[config.mk]
export PLATFORM = sky130hd
export DESIGN_NAME = smoothed_joint_drive_with_soft_limits
export DESIGN_NICKNAME = d
export VERILOG_FILES = /design/src/hw/rtl/sjd_pkg.sv /design/src/hw/rtl/sjd_queue.sv /design/src/hw/rtl/sjd_front.sv /design/src/hw/rtl/sjd_back.sv /design/src/hw/rtl/smoothed_joint_drive_with_soft_limits.sv
export SDC_FILE = /design/constraint.sdc
export NUM_CORES = 1
export LEC_CHECK = 0
export ABC_AREA = 1
export BUFFER_PORTS_ARGS = -buffer_cell sky130_fd_sc_hd__buf_4
export CAP_MARGIN = 15
export CORE_UTILIZATION = 60
export CTS_BUF_LIST = sky130_fd_sc_hd__clkbuf_8
export CTS_CLUSTER_DIAMETER = 60
export CTS_CLUSTER_SIZE = 28
export DETAILED_ROUTE_END_ITERATION = 10
export GPL_TIMING_DRIVEN = 1
export PLACE_DENSITY = 0.87
export REMOVE_ABC_BUFFERS = 1
export SYNTH_ARGS = -nofsm -noshare
export SYNTH_HDL_FRONTEND = slang
export SYNTH_SLANG_ARGS = --single-unit
[constraint.sdc]
create_clock -name clk -period 6.4 [get_ports clk]
set_input_delay 0.32 -clock clk [delete_from_list [all_inputs] [get_ports clk]]
set_output_delay 0.32 -clock clk [all_outputs]
set_load 0.01 [all_outputs]
[src/hw/rtl/sjd_pkg.sv]
`timescale 1ns / 1ps
`default_nettype none
// ----------------------------------------------------------------------------
// Smoothed joint drive package
// Shared types, constants and a helper function for the joint drive block.
// ----------------------------------------------------------------------------
package sjd_pkg;

  localparam int HISTORY_DEPTH_DEFAULT = 8;
  localparam int CMD_W                 = 16;
  localparam int POS_W                 = 12;
  localparam int WIDTH_W               = 11;
  localparam int CFG_ADDR_W            = 2;
  localparam int CFG_DATA_W            = 12;
  localparam int MID_DEPTH             = 2;
  localparam int OUT_DEPTH             = 4;
  localparam int OUT_LEVEL_W           = $clog2(OUT_DEPTH + 1);

  localparam logic [WIDTH_W-1:0] NEUTRAL_WIDTH = 11'd1500;
  localparam logic [CMD_W-1:0]   NEUTRAL_CMD   = 16'd1500;
  localparam logic [CMD_W-1:0]   WIDTH_MIN     = 16'd1000;
  localparam logic [CMD_W-1:0]   WIDTH_MAX     = 16'd2000;

  localparam logic [CFG_DATA_W-1:0] LIMIT_OFFSET_RESET = 12'd50;
  localparam logic [CFG_DATA_W-1:0] LOWER_START_RESET  = 12'd0;
  localparam logic [CFG_DATA_W-1:0] UPPER_START_RESET  = 12'd4095;

  typedef enum logic [CFG_ADDR_W-1:0] {
    REG_LIMIT_OFFSET = 2'd0,
    REG_LOWER_START  = 2'd1,
    REG_UPPER_START  = 2'd2
  } cfg_reg_t;

  typedef struct packed {
    logic             kind;
    logic [7:0]       command_high;
    logic [7:0]       command_low;
    logic [POS_W-1:0] position_sample;
    logic             lower_stop_pressed;
    logic             upper_stop_pressed;
  } item_t;

  typedef struct packed {
    logic               drive_write;
    logic [WIDTH_W-1:0] drive_width;
    logic               mean_out_of_range;
  } result_t;

  typedef struct packed {
    logic kind;
    logic idle_write;
    logic at_lower;
    logic at_upper;
  } front_flags_t;

  localparam int FLAGS_W = $bits(front_flags_t);

  // Signed command halved towards zero, offset to the neutral width.
  function automatic logic [CMD_W-1:0] form_command(input logic [7:0] hi,
                                                    input logic [7:0] lo);
    logic [CMD_W:0] ext;
    logic [CMD_W:0] half;
    ext  = {hi[7], hi, lo} + {{CMD_W{1'b0}}, hi[7]};
    half = $signed(ext) >>> 1;
    return half[CMD_W-1:0] + NEUTRAL_CMD;
  endfunction

endpackage
`default_nettype wire

[src/hw/rtl/sjd_queue.sv]
`timescale 1ns / 1ps
`default_nettype none
// ----------------------------------------------------------------------------
// Small register queue
// First-in first-out store of fixed-width words with full, empty and level.
// ----------------------------------------------------------------------------
module sjd_queue #(
  parameter int WIDTH = 8,
  parameter int DEPTH = 2
) (
  input  wire logic                           clk,
  input  wire logic                           rst,
  input  wire logic                           push,
  input  wire logic [WIDTH-1:0]               wdata,
  output logic                                full,
  input  wire logic                           pop,
  output logic [WIDTH-1:0]                    rdata,
  output logic                                empty,
  output logic [$clog2(DEPTH+1)-1:0]          level
);

  localparam int PTR_W   = (DEPTH > 1) ? $clog2(DEPTH) : 1;
  localparam int LEVEL_W = $clog2(DEPTH + 1);

  logic [WIDTH-1:0]   store [DEPTH];
  logic [PTR_W-1:0]   wr_ptr;
  logic [PTR_W-1:0]   rd_ptr;
  logic [LEVEL_W-1:0] count;
  logic               do_push;
  logic               do_pop;

  assign full    = (count == LEVEL_W'(DEPTH));
  assign empty   = (count == '0);
  assign level   = count;
  assign do_push = push && !full;
  assign do_pop  = pop && !empty;
  assign rdata   = store[rd_ptr];

  always_ff @(posedge clk) begin
    if (do_push) begin
      store[wr_ptr] <= wdata;
    end
  end

  always_ff @(posedge clk) begin
    if (rst) begin
      wr_ptr <= '0;
      rd_ptr <= '0;
      count  <= '0;
    end else begin
      if (do_push) begin
        wr_ptr <= (wr_ptr == PTR_W'(DEPTH - 1)) ? '0 : wr_ptr + 1'b1;
      end
      if (do_pop) begin
        rd_ptr <= (rd_ptr == PTR_W'(DEPTH - 1)) ? '0 : rd_ptr + 1'b1;
      end
      if (do_push && !do_pop) begin
        count <= count + 1'b1;
      end else if (do_pop && !do_push) begin
        count <= count - 1'b1;
      end
    end
  end

endmodule
`default_nettype wire

[src/hw/rtl/sjd_front.sv]
`timescale 1ns / 1ps
`default_nettype none
// ----------------------------------------------------------------------------
// Joint drive front end
// Holds configuration and soft limits, keeps the command history and its
// running sum, and classifies each accepted word against the limits.
// ----------------------------------------------------------------------------
module sjd_front import sjd_pkg::*; #(
  parameter int HISTORY_DEPTH = HISTORY_DEPTH_DEFAULT
) (
  input  wire logic                                  clk,
  input  wire logic                                  rst,
  input  wire logic                                  accept,
  input  wire item_t                                 item,
  input  wire logic                                  cfg_write,
  input  wire logic [CFG_ADDR_W-1:0]                 cfg_addr,
  input  wire logic [CFG_DATA_W-1:0]                 cfg_data,
  output front_flags_t                               flags,
  output logic [CMD_W+$clog2(HISTORY_DEPTH)-1:0]     sum
);

  localparam int SUM_W = CMD_W + $clog2(HISTORY_DEPTH);

  logic [CFG_DATA_W-1:0] limit_offset;
  logic [CMD_W-1:0]      lower_limit;
  logic [CMD_W-1:0]      upper_limit;
  logic [CMD_W-1:0]      history [HISTORY_DEPTH];
  logic [SUM_W-1:0]      history_sum;
  logic [SUM_W-1:0]      history_sum_next;
  logic [CMD_W-1:0]      cmd;
  logic [CMD_W-1:0]      sample_ext;
  logic                  lower_hit;
  logic                  upper_hit;
  logic                  cmd_tick;

  assign cmd        = form_command(item.command_high, item.command_low);
  assign sample_ext = {{(CMD_W-POS_W){1'b0}}, item.position_sample};
  assign lower_hit  = (sample_ext <= lower_limit);
  assign upper_hit  = (sample_ext >= upper_limit);
  assign cmd_tick   = accept && item.kind;

  assign history_sum_next = history_sum
                          - {{(SUM_W-CMD_W){1'b0}}, history[HISTORY_DEPTH-1]}
                          + {{(SUM_W-CMD_W){1'b0}}, cmd};

  always_comb begin
    flags.kind       = item.kind;
    flags.idle_write = lower_hit || upper_hit;
    priority if (item.lower_stop_pressed) begin
      flags.at_lower = 1'b1;
      flags.at_upper = 1'b0;
    end else if (item.upper_stop_pressed) begin
      flags.at_lower = 1'b0;
      flags.at_upper = 1'b1;
    end else begin
      flags.at_lower = lower_hit;
      flags.at_upper = !lower_hit && upper_hit;
    end
  end

  assign sum = item.kind ? history_sum_next : history_sum;

  always_ff @(posedge clk) begin
    if (rst) begin
      limit_offset <= LIMIT_OFFSET_RESET;
      lower_limit  <= {{(CMD_W-CFG_DATA_W){1'b0}}, LOWER_START_RESET};
      upper_limit  <= {{(CMD_W-CFG_DATA_W){1'b0}}, UPPER_START_RESET};
    end else if (cfg_write) begin
      unique case (cfg_addr)
        REG_LIMIT_OFFSET: limit_offset <= cfg_data;
        REG_LOWER_START:  lower_limit  <= {{(CMD_W-CFG_DATA_W){1'b0}}, cfg_data};
        REG_UPPER_START:  upper_limit  <= {{(CMD_W-CFG_DATA_W){1'b0}}, cfg_data};
        default: ;
      endcase
    end else if (cmd_tick) begin
      priority if (item.lower_stop_pressed) begin
        lower_limit <= sample_ext + {{(CMD_W-CFG_DATA_W){1'b0}}, limit_offset};
      end else if (item.upper_stop_pressed) begin
        upper_limit <= sample_ext - {{(CMD_W-CFG_DATA_W){1'b0}}, limit_offset};
      end else begin
      end
    end
  end

  always_ff @(posedge clk) begin
    if (rst) begin
      history_sum <= SUM_W'(NEUTRAL_CMD * HISTORY_DEPTH);
      for (int i = 0; i < HISTORY_DEPTH; i++) begin
        history[i] <= NEUTRAL_CMD;
      end
    end else if (cmd_tick) begin
      history_sum <= history_sum_next;
      history[0]  <= cmd;
      for (int i = 1; i < HISTORY_DEPTH; i++) begin
        history[i] <= history[i-1];
      end
    end
  end

endmodule
`default_nettype wire

[src/hw/rtl/sjd_back.sv]
`timescale 1ns / 1ps
`default_nettype none
// ----------------------------------------------------------------------------
// Joint drive back end
// Takes classified words, forms the history mean by reciprocal multiply and
// selects the pulse width, feeding the result queue.
// ----------------------------------------------------------------------------
module sjd_back import sjd_pkg::*; #(
  parameter int HISTORY_DEPTH = HISTORY_DEPTH_DEFAULT
) (
  input  wire logic                                  clk,
  input  wire logic                                  rst,
  input  wire logic                                  q_empty,
  input  wire front_flags_t                          q_flags,
  input  wire logic [CMD_W+$clog2(HISTORY_DEPTH)-1:0] q_sum,
  output logic                                       q_pop,
  input  wire logic [OUT_LEVEL_W-1:0]                out_level,
  output logic                                       out_push,
  output result_t                                    out_result
);

  localparam int SUM_W  = CMD_W + $clog2(HISTORY_DEPTH);
  localparam int SHIFT  = SUM_W + $clog2(HISTORY_DEPTH);
  localparam int PROD_W = 2 * SUM_W + 1;
  localparam logic [SUM_W:0] RECIP =
    (SUM_W+1)'(((64'd1 << SHIFT) + HISTORY_DEPTH - 1) / HISTORY_DEPTH);

  logic               s1_valid;
  front_flags_t       s1_flags;
  logic [PROD_W-1:0]  s1_prod;
  logic [CMD_W-1:0]   mean;
  logic               in_range;
  logic [OUT_LEVEL_W:0] occupancy;

  assign occupancy = {1'b0, out_level} + {{OUT_LEVEL_W{1'b0}}, s1_valid};
  assign q_pop     = !q_empty && (occupancy < (OUT_LEVEL_W+1)'(OUT_DEPTH));

  always_ff @(posedge clk) begin
    if (rst) begin
      s1_valid <= 1'b0;
    end else begin
      s1_valid <= q_pop;
    end
  end

  always_ff @(posedge clk) begin
    if (q_pop) begin
      s1_flags <= q_flags;
      s1_prod  <= {{(SUM_W+1){1'b0}}, q_sum} * {{SUM_W{1'b0}}, RECIP};
    end
  end

  assign mean     = s1_prod[SHIFT +: CMD_W];
  assign in_range = (mean >= WIDTH_MIN) && (mean <= WIDTH_MAX);
  assign out_push = s1_valid;

  always_comb begin
    out_result.drive_write       = 1'b1;
    out_result.drive_width       = NEUTRAL_WIDTH;
    out_result.mean_out_of_range = 1'b0;
    if (!s1_flags.kind) begin
      out_result.drive_write = s1_flags.idle_write;
    end else begin
      out_result.mean_out_of_range = !in_range;
      priority if (s1_flags.at_lower && (mean < NEUTRAL_CMD)) begin
        out_result.drive_width = NEUTRAL_WIDTH;
      end else if (s1_flags.at_upper && (mean > NEUTRAL_CMD)) begin
        out_result.drive_width = NEUTRAL_WIDTH;
      end else if (in_range) begin
        out_result.drive_width = mean[WIDTH_W-1:0];
      end else begin
        out_result.drive_width = NEUTRAL_WIDTH;
      end
    end
  end

endmodule
`default_nettype wire

[src/hw/rtl/smoothed_joint_drive_with_soft_limits.sv]
`timescale 1ns / 1ps
`default_nettype none
// ----------------------------------------------------------------------------
// Smoothed joint drive with soft limits
// Control ticks go in through a push/full queue port and one result word per
// tick comes out through an empty/pop queue port. A tick is taken on a clock
// edge with push high and full low; the result at the head is taken on an
// edge with pop high and empty low. Limits and the end-stop margin are set
// through the cfg_write/cfg_addr/cfg_data port; the user must do so while
// no tick is in flight, as the block itself does not enforce it. One tick
// is taken every cycle while full is low; the history sum is updated as the
// tick is taken and the back end forms the mean by one registered multiply.
// A short queue separates front end and back end, and a four-word queue
// holds results. When pop stays low the result queue fills, then the inner
// queue, and full rises; nothing is dropped. Synchronous reset empties both
// queues, sets every history entry to neutral (1500) and loads the reset
// values of the margin and both soft limits.
// ----------------------------------------------------------------------------
module smoothed_joint_drive_with_soft_limits import sjd_pkg::*; #(
  parameter int HISTORY_DEPTH = HISTORY_DEPTH_DEFAULT
) (
  input  wire logic                  clk,
  input  wire logic                  rst,
  input  wire logic                  push,
  input  wire item_t                 item,
  output logic                       full,
  output logic                       empty,
  input  wire logic                  pop,
  output result_t                    result,
  input  wire logic                  cfg_write,
  input  wire logic [CFG_ADDR_W-1:0] cfg_addr,
  input  wire logic [CFG_DATA_W-1:0] cfg_data
);

  localparam int SUM_W = CMD_W + $clog2(HISTORY_DEPTH);
  localparam int MID_W = FLAGS_W + SUM_W;

  logic                   accept;
  front_flags_t           front_flags;
  logic [SUM_W-1:0]       front_sum;
  logic [MID_W-1:0]       mid_rdata;
  logic                   mid_full;
  logic                   mid_empty;
  logic                   mid_pop;
  logic [OUT_LEVEL_W-1:0] out_level;
  logic                   out_push;
  result_t                out_result;
  logic                   out_full;
  logic [$bits(result_t)-1:0] out_rdata;

  assign full   = mid_full;
  assign accept = push && !mid_full;

  sjd_front #(
    .HISTORY_DEPTH(HISTORY_DEPTH)
  ) u_front (
    .clk       (clk),
    .rst       (rst),
    .accept    (accept),
    .item      (item),
    .cfg_write (cfg_write),
    .cfg_addr  (cfg_addr),
    .cfg_data  (cfg_data),
    .flags     (front_flags),
    .sum       (front_sum)
  );

  sjd_queue #(
    .WIDTH(MID_W),
    .DEPTH(MID_DEPTH)
  ) u_mid_queue (
    .clk   (clk),
    .rst   (rst),
    .push  (accept),
    .wdata ({front_flags, front_sum}),
    .full  (mid_full),
    .pop   (mid_pop),
    .rdata (mid_rdata),
    .empty (mid_empty),
    .level ()
  );

  sjd_back #(
    .HISTORY_DEPTH(HISTORY_DEPTH)
  ) u_back (
    .clk        (clk),
    .rst        (rst),
    .q_empty    (mid_empty),
    .q_flags    (front_flags_t'(mid_rdata[MID_W-1:SUM_W])),
    .q_sum      (mid_rdata[SUM_W-1:0]),
    .q_pop      (mid_pop),
    .out_level  (out_level),
    .out_push   (out_push),
    .out_result (out_result)
  );

  sjd_queue #(
    .WIDTH($bits(result_t)),
    .DEPTH(OUT_DEPTH)
  ) u_out_queue (
    .clk   (clk),
    .rst   (rst),
    .push  (out_push),
    .wdata (out_result),
    .full  (out_full),
    .pop   (pop),
    .rdata (out_rdata),
    .empty (empty),
    .level (out_level)
  );

  assign result = result_t'(out_rdata);

  // The back end never pushes into a full result queue.
  logic unused_out_full;
  assign unused_out_full = out_full;

endmodule
`default_nettype wire

==> results_dict.tcl, run 1 <==
set metrics [dict create \
    fin_ws_ns 2.556 \
    synthMuxAreaShare_pct 0 \
    drt_iter0_drc 931 \
    hold_start "cfg_data[6]" \
    num_rows 59 \
    synth_simple_gate_area_share_pct 20.51 \
    finalHoldViolations 0 \
    vias 11890 \
    worstPathRequired_ns 6.73 \
    synthAdderAreaFrac_pct 8.346 \
    synthDistinctLibCells 45 \
    antenna_found_initial 0 \
    crit_slowest_cell "fa_1" \
    io_buffers 64 \
    r2r_end "u_mid_queue.store[0][7]" \
    grt.overflow.total 0 \
    vias_per_cell 5.549 \
    die_x_um 165.1 \
    rrSetupSlack_ns 3.45 \
    tightest_slew_ns 1.154 \
    p_leak_nw 7.161 \
    first_pass_iters 6 \
    worstSetupEndpointType "flip-flop" \
    setup_viol 0 \
    numCtsBuffers 24 \
    synth_commonest_cells "nand2_1 (329), inv_1 (250), edfxtp_1 (240), nor2_1 (189), o21ai_0 (118)" \
    yosysMostFrequentCell "nand2_1" \
    nets 1934 \
    clock_latency_ns 0.61 \
    grt_pass1_vias 11480 \
    yosysWarnings 0 \
    crit_arrival_ns 4.17 \
    grt_max_degree 74 \
    synth-xor-area-share_pct 0.8707 \
    crit_path_start "item[29]" \
    final_core_util_pct 66.91 \
    htree_levels 1 \
    crit_top_cell "nand2_1" \
    drv_cap 0 \
    diodes 0 \
    synth_seq_cells 311 \
    drc_errors 0 \
    synthFlopType "edfxtp_1" \
    hpwl_mm 24.05 \
    cts_num_sinks 311 \
    relSlewSlack_pct 22.78 \
    timing.rr.start "u_front.history[0][116]" \
    start_kind "input port" \
    clock-root-buffer "clkbuf_8" \
    async_reset_ff_share_pct 0 \
    start_util_pct 61.21 \
    synth_cells 1732 \
    dpl_cell_area_sq_um 16710 \
    cts_max_path_buffers 3 \
    rsz0062_at_grt "false" \
    critical_path_class "input port to flip-flop" \
    drive_gt1_share_pct 11.57 \
    synth_top_area_cell "edfxtp_1" \
    synth_top_area_share_pct 45.18 \
    synth_area_leaders "edfxtp_1 (45%), dfxtp_1 (8.9%), nand2_1 (7.7%)" \
    ant_nets 0 \
    die_area_sq_um 27240 \
    power_density_nw_per_um2 328.3 \
    rr_worst_depth 9 \
    peakVddDrop_mv 0.2660 \
    finalInstanceArea_sq_um 17440 \
    cts_resized 0 \
    core_sq_um 26060 \
    skew_ns 0.06188 \
    slowest_delay_ns 0.36 \
    finalSetupTns_ns 0 \
    seq_area_frac_synth_pct 54.09 \
    die_height_um 165.1 \
    slew_viol_final 0 \
    path_depth 26 \
    synth_top_family_by_area "simple AND/OR/NAND/NOR gates" \
    syn_avg_cell_area_sq_um 9.210 \
    cts_tree "built" \
    outcome "finished clean" \
    synth_edf_count 240 \
    grt_pass1_wl_mm 55.63 \
    crit_end "u_mid_queue.store[1][14]" \
    synth_compound_area_share_pct 8.746 \
    critPathTopFamily "simple AND/OR/NAND/NOR gates" \
    areaGrowthSynthToFinish_pct 9.303 \
    gp_congestion 0.9211 \
    fmax_ghz 0.2601 \
    io_pins 65 \
    routedWlPerCell_um 15.91 \
    clk_pin_slew_worst_paths_ns 0.13 \
    worst_hold_path_type "input port to flip-flop" \
    synth_area_sq_um 15950 \
    post-place-ws_ns 1.982 \
    cp_max_fo 6 \
    grtUsageTotal_pct 25.91 \
    wirelength_mm 34.08 \
    finalCriticalPeriod_ns 3.844 \
    fin_crit_sh_pct 60.07 \
    path_buf_inv 4 \
]
## state kept, by name (all words and copies together), names as in the netlist, 3 cells and up, named ones only
register and flops:
u_back.s1_prod 16, u_out_queue.level 3, u_front.upper_limit 13, u_mid_queue.store 40
u_front.limit_offset 12, u_front.lower_limit 13, u_front.history_sum 19, u_back.s1_flags 4
u_front.history 128, u_out_queue.store 52
## worst register-to-register path: stages (launching register included)
cell and delay (ns):
edfxtp_1 0.40, inv_1 0.12, fa_1 0.45, ha_1 0.42
nand2_1 0.12, o21ai_0 0.28, nor2_1 0.12, o21ai_0 0.34
xnor2_1 0.23, o21ai_0 0.18
## worst min-delay path by stage
stage,end,cells after the start,slack [ns]
floorplan,u_front.lower_limit[0],1,0.39
global placement,u_front.lower_limit[0],2,0.45
detailed placement,u_front.lower_limit[12],2,0.46
CTS,u_front.lower_limit[11],3,0.001
global route,u_front.lower_limit[11],3,0.01
finish,u_front.lower_limit[6],3,0.02
## layout make-up
class	instances	area (sq um)
Multi-Input combinational cell	1112	6150
Fill cell	1964	8623
Clock buffer	25	344.1
Timing Repair Buffer	80	620.6
Sequential cell	311	8628
Clock inverter	19	297.8
Tap cell	335	419.2
Inverter	260	975.9
## metal layers
layer / global-route usage (%) / share of wire, %
met3: 2.772 / 5.8
met5: 0 / 0
met4: 9.758 / 3.5
met1: 33.66 / 42
met2: 44.77 / 49
## metrics by stage
step	power, mW	hold WS, ns	std cells
3_5_place_dp	4.462	0.4597	2090
6_report	5.725	0.02489	2142
4_1_cts	5.730	0.001484	2139
3_3_place_gp	4.374	0.4524	2090
2_1_floorplan	3.925	0.3891	1683
5_1_grt	6.084	0.01203	2142
## kinds of logic after synthesis
family | Yosys count
xor+xnor | 15
simple gates | 746
compound gates | 256
flops | 311
buf+inv | 309
fa+ha+maj | 95
## cells in the final DEF (no fill, tap or decap), drive strengths merged, types with 25 or more instances in the layout
cell / Yosys / layout
buf: 18 / 75
nor2: 202 / 202
clkbuf: 31 / 25
nand2: 337 / 337
or2: 54 / 54
inv: 259 / 269
a21oi: 82 / 82
o21ai: 124 / 124
nor3: 29 / 29
ha: 76 / 76
dfxtp: 71 / 71
nand3: 99 / 99
edfxtp: 240 / 240
## power by group
group          internal [mW]  switching (mW)
registers               2.57           0.171
logic                  0.586            1.13
clock network          0.459           0.810
total                   3.61            2.11
## repair_timing
action / in CTS / in global routing
endpoints found under the hold margin: 7 / 0
hold buffers: 5 / 0
buffers inserted: 0 / 0
No activity file was read; power rests on OpenSTA's default activity.
==> run 2: changes to the inputs <==
==> constraint.sdc (replaced) <==
create_clock -name clk -period 3.56 [get_ports clk]
set_input_delay 0.178 -clock clk [delete_from_list [all_inputs] [get_ports clk]]
set_output_delay 0.178 -clock clk [all_outputs]
set_load 0.01 [all_outputs]
==> run 2 against run 1 <==
Flip-flop and latch count unchanged. Via count grew 3.2%. First-iteration DRC count increased by 0.75%. Global-route usage is 0.67 points higher. Largest power group unchanged. Highest routed layer unchanged.
==> results_dict.tcl, run 2 (synthesis results as in run 1) <==
set metrics [dict create \
    clk_pin_slew_worst_paths_ns 0.13 \
    drt_iter0_drc 938 \
    core_sq_um 26060 \
    grt_max_degree 64 \
    hpwl_mm 24.85 \
    post-place-ws_ns -0.5486 \
    clock_latency_ns 0.62 \
    cts_num_sinks 311 \
    grt.overflow.total 0 \
    total_power_mw 11.00 \
    gp_congestion 0.9309 \
    grt_pass1_vias 12020 \
    drv_cap 0 \
    most-common-layout-cells "nand2_1 (326), inv_1 (250), edfxtp_1 (240), nor2_1 (188), buf_4 (175)" \
    areaGrowthSynthToFinish_pct 16.10 \
    setup_viol 0 \
    start_kind "input port" \
    power_density_nw_per_um2 593.9 \
    largest_reg_flops 128 \
    start_util_pct 61.21 \
    drive_gt1_share_pct 16.53 \
    die_area_sq_um 27240 \
    vias 12270 \
    vias_per_cell 5.415 \
    htree_levels 1 \
    dpl_cell_area_sq_um 17520 \
    seq_area_sq_um 8628 \
    finalHoldViolations 0 \
    hold_slack_ns 0.05138 \
    outcome "finished clean" \
    cts_max_path_buffers 3 \
    mostFrequentLayoutCell "nand2_1" \
    finalSetupTns_ns 0 \
    first_pass_iters 5 \
    clock-root-buffer "clkbuf_8" \
    worst_hold_path_type "input port to flip-flop" \
    nFillCells 1883 \
    cp_max_fo 4 \
    antenna_found_initial 0 \
    fin_crit_sh_pct 92.48 \
    crit_slowest_cell "fa_1" \
    skew_ns 0.03580 \
    nets 2058 \
    crit_top_cell "nand2_1" \
    tightest_slew_ns 0.7802 \
    cts_tree "built" \
    rsz0062_at_grt "false" \
    num_rows 59 \
    p_leak_nw 7.760 \
    numCtsBuffers 23 \
    routedWlPerCell_um 15.48 \
    slew_viol_final 0 \
    slowest_delay_ns 0.48 \
    critical_path_class "input port to flip-flop" \
    finalCriticalPeriod_ns 3.292 \
    reg.largest.list "u_front.history: 128 flops, u_out_queue.store: 52 flops, u_mid_queue.store: 40 flops" \
    ant_nets 0 \
    io_pins 65 \
    multi_input_area_sq_um 6198 \
    fin_ws_ns 0.2676 \
    relSlewSlack_pct 47.92 \
    die_x_um 165.1 \
    grt_pass1_wl_mm 56.64 \
    io_buffers 64 \
    peakVddDrop_mv 0.4564 \
    die_height_um 165.1 \
    crit_arrival_ns 3.62 \
    drc_errors 0 \
    top_register "u_front.history" \
    wirelength_mm 35.05 \
    worstSetupEndpointType "flip-flop" \
    diodes 0 \
    finalInstanceArea_sq_um 18520 \
    worstPathRequired_ns 3.88 \
    fmax_ghz 0.3037 \
    grtUsageTotal_pct 26.58 \
]
run 2: final timing paths:
kind / start / endpoint / slack (ns) / cells after the start
setup reg to reg: u_front.history[0][112] / u_mid_queue.store[1][12] / 0.77 / 13
hold reg to reg: u_front.lower_limit[12] / u_front.lower_limit[12] / 0.49 / 2
setup / recovery: item[14] / u_mid_queue.store[1][18] / 0.27 / 29
hold / removal: cfg_write / u_front.lower_limit[4] / 0.05 / 3
run 2: layer usage:
layer / vias up / track usage [%] / wire length [um]
met5: - / 0 / 0
met4: 0 / 9.675 / 1125
met3: 78 / 3.322 / 1945
met2: 365 / 47.38 / 17290
met1: 5756 / 33.06 / 14690
li1: 6066 / - / -
run 2: what timing repair did:
action,4_1_cts,5_1_grt
hold endpoints to repair,44,0
resized for setup,0,11
buffers inserted,0,1
setup endpoints to repair,0,23
hold buffers,28,0
run 2: cell type report:
class | count | area share, %
repair buffers | 205 | 8.824
inverters | 260 | 5.270
clock inverters | 19 | 1.871
flip-flops and latches | 311 | 46.59
well taps | 335 | 2.263
multi-input cells | 1112 | 33.47
clock buffers | 23 | 1.709
run 2: critical path: cells and delay by family:
kind,cells,cell delay (ns)
adders and majority gates,4,1.21
buffers and inverters,6,0.51
AOI/OAI and AO/OA,1,0.11
xor gates and xnor gates,1,0.17
and+or+nand+nor,17,1.43
run 2: power by group:
part	switching (mW)	total [mW]	internal, mW	leakage [nW]
clock network	1.46	2.38	0.926	0.318
logic	2.16	3.72	1.55	4.74
registers	0.283	4.90	4.61	2.70
run 2: stage by stage:
step | cells | util, %
finish | 2265 | 71.07
CTS | 2264 | 70.85
global placement | 2194 | 67.23
detailed placement | 2194 | 67.23
global route | 2265 | 71.07
floorplan | 1683 | -
